File: config.mk
export PLATFORM = sky130hd
export DESIGN_NAME = knn_rank_vote
export DESIGN_NICKNAME = d
export VERILOG_FILES = /design/src/design/knn_pkg.sv /design/src/design/knn_rank_vote.sv
export SDC_FILE = /design/constraint.sdc
export NUM_CORES = 2
export LEC_CHECK = 0
export BUFFER_PORTS_ARGS = -buffer_cell sky130_fd_sc_hd__buf_2
export CAP_MARGIN = 10
export CORE_ASPECT_RATIO = 1.1
export CORE_MARGIN = 2
export CORE_UTILIZATION = 58
export DETAILED_ROUTE_END_ITERATION = 7
export PLACE_DENSITY = 0.87
export SKIP_CTS_REPAIR_TIMING = 1
export SYNTH_ARGS = -nofsm -noshare
export SYNTH_HDL_FRONTEND = slang
export SYNTH_SLANG_ARGS = --single-unit
export TNS_END_PERCENT = 50
File: constraint.sdc
create_clock -name clock -period 7.5 [get_ports clock]
set_clock_uncertainty 0.2 [all_clocks]
set_input_delay 1.875 -clock clock [delete_from_list [all_inputs] [get_ports clock]]
set_output_delay 1.875 -clock clock [all_outputs]
set_load 0.01 [all_outputs]
File: src/design/knn_pkg.sv
// Package for the k-nearest-neighbor classifier: transfer payload types, action and
// register codes, controller states and elaboration helpers.
// No dependencies.
`default_nettype none
package knn_pkg;

   localparam int DEF_MAX_SAMPLES  = 1024;
   localparam int DEF_MAX_FEATURES = 64;
   localparam int DEF_MAX_K        = 16;
   localparam int DEF_NUM_CLASSES  = 16;
   localparam int DEF_FEATURE_BITS = 16;

   localparam int K_REG_BITS   = 5;
   localparam int FC_REG_BITS  = 7;
   localparam int CSR_DATA_BITS = 7;
   localparam int LABEL_SLOT   = 8;
   localparam int LABEL_IN_BITS = 4;
   localparam int DRAIN_BITS   = 2;
   localparam logic [DRAIN_BITS-1:0] DRAIN_LAST = 2'd3;

   typedef enum logic [1:0] {
      ACT_CLEAR = 2'd0,
      ACT_TRAIN = 2'd1,
      ACT_QUERY = 2'd2,
      ACT_NONE  = 2'd3
   } action_type;

   typedef enum logic [0:0] {
      CSR_K_NEAREST     = 1'b0,
      CSR_FEATURE_COUNT = 1'b1
   } csr_index_type;

   typedef enum logic [1:0] {
      ST_IDLE  = 2'd0,
      ST_SCAN  = 2'd1,
      ST_DRAIN = 2'd2,
      ST_VOTE  = 2'd3
   } state_type;

   typedef struct packed {
      action_type        action;
      logic signed [15:0] feature_value;
      logic [3:0]        class_label;
   } req_type;

   typedef struct packed {
      logic [3:0] winning_label;
      logic [4:0] winning_votes;
      logic       store_empty;
   } rsp_type;

   typedef struct packed {
      logic issue;
      logic first;
      logic rank;
   } scan_ctl_type;

   function automatic int dist_bits(input int fb, input int mf);
      int full;
      full = 2 * (fb + 1) + $clog2(mf + 1);
      return (full > 64) ? 64 : full;
   endfunction

   function automatic logic [16*LABEL_SLOT-1:0] label_map(input int n);
      logic [16*LABEL_SLOT-1:0] map;
      int r;
      map = '0;
      for (int v = 0; v < 16; v++) begin
         r = v;
         while (r >= n) r = r - n;
         map[v*LABEL_SLOT +: LABEL_SLOT] = LABEL_SLOT'(r);
      end
      return map;
   endfunction

endpackage
`default_nettype wire

File: src/design/knn_rank_vote.sv
// Nearest-sample list with parallel sorted insertion, then a class-by-class
// vote count with a running maximum. Depends on knn_pkg.
`default_nettype none
module knn_rank_vote import knn_pkg::*; #(
   parameter int MAX_K        = DEF_MAX_K,
   parameter int NUM_CLASSES  = DEF_NUM_CLASSES,
   parameter int MAX_FEATURES = DEF_MAX_FEATURES,
   parameter int FEATURE_BITS = DEF_FEATURE_BITS,
   localparam int K_BITS     = $clog2(MAX_K + 1),
   localparam int CLASS_BITS = $clog2(NUM_CLASSES),
   localparam int DIST_BITS  = dist_bits(FEATURE_BITS, MAX_FEATURES)
) (
   input  wire logic                  clock,
   input  wire logic                  reset,
   input  wire logic                  rank_clear,
   input  wire logic [K_BITS-1:0]     k_eff,
   input  wire logic                  res_valid,
   input  wire logic [DIST_BITS-1:0]  res_dist,
   input  wire logic [CLASS_BITS-1:0] res_label,
   input  wire logic                  vote_en,
   output logic                       vote_done,
   output logic [CLASS_BITS-1:0]      win_label,
   output logic [K_BITS-1:0]          win_votes
);

   logic [DIST_BITS-1:0]  best_dist_ff  [MAX_K];
   logic [CLASS_BITS-1:0] best_label_ff [MAX_K];
   logic [MAX_K-1:0]      slot_valid_ff, slot_valid_in;
   logic [MAX_K-1:0]      lt;
   logic [CLASS_BITS-1:0] cls_ff;
   logic [CLASS_BITS-1:0] win_ff;
   logic [K_BITS-1:0]     votes_ff;
   logic [K_BITS-1:0]     tally;
   logic                  more;

   always_comb begin
      for (int j = 0; j < MAX_K; j++) begin
         lt[j] = (32'(j) < 32'(k_eff))
              && (!slot_valid_ff[j] || (res_dist < best_dist_ff[j]));
      end
      for (int j = 0; j < MAX_K; j++) begin
         if (!lt[j]) begin
            slot_valid_in[j] = slot_valid_ff[j];
         end else if (j == 0) begin
            slot_valid_in[j] = 1'b1;
         end else begin
            slot_valid_in[j] = lt[j-1] ? slot_valid_ff[j-1] : 1'b1;
         end
      end
   end

   always_ff @(posedge clock) begin
      if (reset || rank_clear) begin
         slot_valid_ff <= '0;
      end else if (res_valid) begin
         slot_valid_ff <= slot_valid_in;
      end
   end

   always_ff @(posedge clock) begin
      if (res_valid) begin
         for (int j = 0; j < MAX_K; j++) begin
            if (lt[j]) begin
               if (j == 0 || !lt[j-1]) begin
                  best_dist_ff[j]  <= res_dist;
                  best_label_ff[j] <= res_label;
               end else begin
                  best_dist_ff[j]  <= best_dist_ff[j-1];
                  best_label_ff[j] <= best_label_ff[j-1];
               end
            end
         end
      end
   end

   always_comb begin
      tally = '0;
      for (int j = 0; j < MAX_K; j++) begin
         tally = tally + K_BITS'(slot_valid_ff[j] && (best_label_ff[j] == cls_ff));
      end
      more      = tally > votes_ff;
      vote_done = vote_en && (cls_ff == CLASS_BITS'(NUM_CLASSES - 1));
      win_label = more ? cls_ff : win_ff;
      win_votes = more ? tally : votes_ff;
   end

   always_ff @(posedge clock) begin
      if (reset || !vote_en) begin
         cls_ff   <= '0;
         win_ff   <= '0;
         votes_ff <= '0;
      end else begin
         cls_ff   <= cls_ff + 1'b1;
         win_ff   <= win_label;
         votes_ff <= win_votes;
      end
   end

endmodule
`default_nettype wire

==> flow_metrics.py <==
metrics = {
    "clocking": {
        "cts_max_level": 3,
        "cts_tree": "yes",
        "clockBufferDepth": 3,
        "insertion_delay_ps": 650,
        "clkSinkCount": 749,
        "clkSlewWorstSetupHoldPaths_ps": 60,
        "root_buffer": "clkbuf_16",
        "cts_buffers": 81,
    },
    "worst_setup_path": {
        "r2r_slack_ps": 1610,
        "slowest_delay_ps": 570,
        "arrival_ps": 6190,
        "path_class": "reg2out",
        "crit_start": "cls_ff[2]",
        "cp-start-kind": "flop",
        "timing.rr.start": "cls_ff[2]",
        "cp-endpoint": "win_votes[0]",
        "crit_family": "adder cells",
        "crit_required_ps": 5430,
        "end_kind": "output port",
        "timing.rr.end": "votes_ff[0]",
        "path_depth": 23,
        "cp.buffers_inverters": 6,
        "reg2regPathDepth": 23,
        "crit_path_top_delay_cell": "fa_1",
        "path_common_cell": "fa_1",
        "cp_max_fo": 9,
        "path_cells": "buf_12 > xor2_1 > nor3_2 > nand3_1 > fa_1 > inv_1 > fa_1 > inv_1 > fa_1 > fa_1 > inv_1 > ha_2 > fa_1 > ha_1 > nor2b_1 > o21a_1 > o21ai_2 > nand2b_1 > a21oi_2 > a31oi_4 > buf_12 > mux2_2 > buf_2",
    },
    "synth": {
        "synth_top_area_frac": 0.4438,
        "synth_warnings": 0,
        "synth-edff-count": 720,
        "synthXorXnorAreaFrac": 0.01169,
        "synthArstFlopShare": 0,
        "yosys.area.top_type": "edfxtp_1",
        "syn_area_um2": 48710,
        "synthAdderAreaFrac": 0.1713,
        "synth_mux_area_frac": 0.1495,
        "ys_seq_area_frac": 0.4557,
        "synthSimpleGateAreaFrac": 0.06069,
        "synth_flop_cell": "edfxtp_1",
        "synth_cell_types": 83,
        "synth.net_count": 4861,
        "synthTopCellsByArea": "edfxtp_1, ha_1, mux2_2",
        "synth_seq_cells": 749,
        "syn_inst": 4145,
        "post_synth.cell_area_avg_um2": 11.75,
        "synth_compound_area_frac": 0.08237,
        "synth_top_family_by_area": "adder cells",
    },
    "detailed_routing": {
        "vias_per_cell": 6.125,
        "first_pass_iters": 6,
        "final_antenna_net_count": 0,
        "vias": 33190,
        "wirelength_um": 120900,
        "avgRoutedWirePerCell_um": 22.31,
        "drc": 0,
        "drt-initial-drc-count": 2673,
    },
    "pwr": {
        "total_power_uw": 13530,
        "power.density_nw_per_um2": 253.7,
        "power_frac_clock": 0.288,
        "combPwrFrac": 0.276,
        "p_sw_uw": 4198,
        "p_leak_uw": 0.02351,
        "p_int_uw": 9327,
        "swShare": 0.3104,
        "max-vdd-ir-drop_mv": 0.1905,
        "sequentialPowerShare": 0.436,
    },
    "sta": {
        "fin_crit_sh": 1.103,
        "worst_pin_slew_ps": 1306,
        "setup_viol": 9,
        "hold_viol_final": 0,
        "fmax_mhz": 120.9,
        "slew-limit-headroom": 0.1296,
        "layout_setup_ws_ps": -768.8,
        "rsz0062_at_grt": "true",
        "fin_tns_setup_ps": -6882,
        "drv_slew": 0,
        "period_needed_ps": 8269,
    },
    "place": {
        "hpwl_um": 88070,
        "gp_congestion": 0.9188,
        "io_buffers": 64,
    },
    "die": {
        "start_util": 0.5846,
        "die_w_um": 280.3,
        "rows": 111,
        "die-area_um2": 86330,
        "core_area_um2": 83330,
        "io_pins": 65,
        "die_h_um": 308.0,
    },
    "global_routing": {
        "grt_pass1_wl_um": 188400,
        "grt_pass1_vias": 34810,
        "grt.total_usage": 0.2814,
        "grt.overflow.total": 0,
        "grt_max_degree": 50,
        "antenna_found_initial": 6,
    },
    "final_layout": {
        "layout-drive-gt1-share": 0.2216,
        "fillers": 5924,
        "final_util": 0.6398,
        "syn_to_final_growth_pct": 9.449,
        "mostFrequentLayoutCell": "edfxtp_1",
        "nNetsFinal": 4991,
        "layout_common_cells": "edfxtp_1, inv_1, ha_1",
    },
    "outcome": {
        "outcome": "complete, but fails checks",
        "violations": "negative setup slack",
    },
    "min_path": {
        "hold_path.class": "reg2reg",
    },
    "flow_run": {
        "cap_violations": 0,
    },
}
layer usage:
metal | global-route usage | wire length (µm)
met5 | 0 | 29
met4 | 0.1806 | 7996
met3 | 0.04666 | 8766
met2 | 0.4846 | 59550
met1 | 0.3251 | 44510
synthesized netlist by cell type (46+ instances only):
library cell,number
nand2_1,175
mux2_2,609
nor2_1,83
o21ai_0,135
a21o_1,103
nand3_1,46
ha_1,651
a21oi_1,240
inv_1,675
nand4_1,92
clkbuf_1,61
edfxtp_1,720
worst min path at each step:
stage / startpoint / endpoint / slack [ps] / cells past startpoint
6_report: slot_valid_ff[0] / slot_valid_ff[0] / 320 / 2
4_1_cts: slot_valid_ff[0] / slot_valid_ff[0] / 320 / 2
3_5_place_dp: slot_valid_ff[0] / slot_valid_ff[0] / 300 / 2
2_1_floorplan: slot_valid_ff[0] / slot_valid_ff[0] / 250 / 2
3_3_place_gp: slot_valid_ff[0] / slot_valid_ff[0] / 280 / 2
5_1_grt: slot_valid_ff[0] / slot_valid_ff[0] / 340 / 2
per-stage QoR:
step                      hold slack, ps  cell area (µm²)  instances  worst slack [ps]
final                              321.0            53320       5418            -768.8
after global routing               343.9            53310       5416            -907.9
after CTS                          322.4            53180       5405            -916.7
after detailed placement           303.3            50670       5256            -197.7
after global placement             280.5            50670       5256            -35.05
after floorplan                    252.6            48750       4145             17.14
tightest hold or removal path: cells and delay by family (launching register included):
| family | cells | cell delay, ps |
|---|---|---|
| AOI/OAI and AO/OA | 1 | 60 |
| buffers and inverters | 1 | 60 |
| DFF | 1 | 350 |
power by group through the flow:
stage / Combinational [µW] / Clock (µW) / Sequential (µW)
CTS: 3690 / 3910 / 5890
finish: 3730 / 3890 / 5900
detailed placement: 3640 / 0 / 5970
global route: 4110 / 4080 / 5970
floorplan: 2620 / 0 / 5850
global placement: 3440 / 0 / 5930
state kept, by name, summed over array words and instances (netlist names):
register,flops
best_dist_ff,656
best_label_ff,64
cls_ff,4
slot_valid_ff,16
votes_ff,5
win_ff,4
logic make-up (layout without fill, tap and decap cells):
group | after synthesis | in the layout
xor gates and xnor gates | 65 | 65
muxes | 647 | 647
DFF | 749 | 749
buffers and inverters | 809 | 1005
other | 0 | 4
AOI/OAI and AO/OA | 640 | 640
adders and majority gates | 661 | 661
and+or+nand+nor | 574 | 574
area by class of cell:
| cell class | instances | area [µm²] | share of cell area |
|---|---|---|---|
| inverter | 675 | 2534 | 0.04752 |
| timing repair buffer | 181 | 1416 | 0.02656 |
| clock inverter | 42 | 357.8 | 0.006712 |
| tap | 1073 | 1343 | 0.02518 |
| sequential | 749 | 22210 | 0.4165 |
| clock buffer | 107 | 2146 | 0.04025 |
| antenna | 4 | 10.01 | 0.0001877 |
| multi-input combinational | 2587 | 23300 | 0.4371 |
Power figures use the tool's default switching activity.
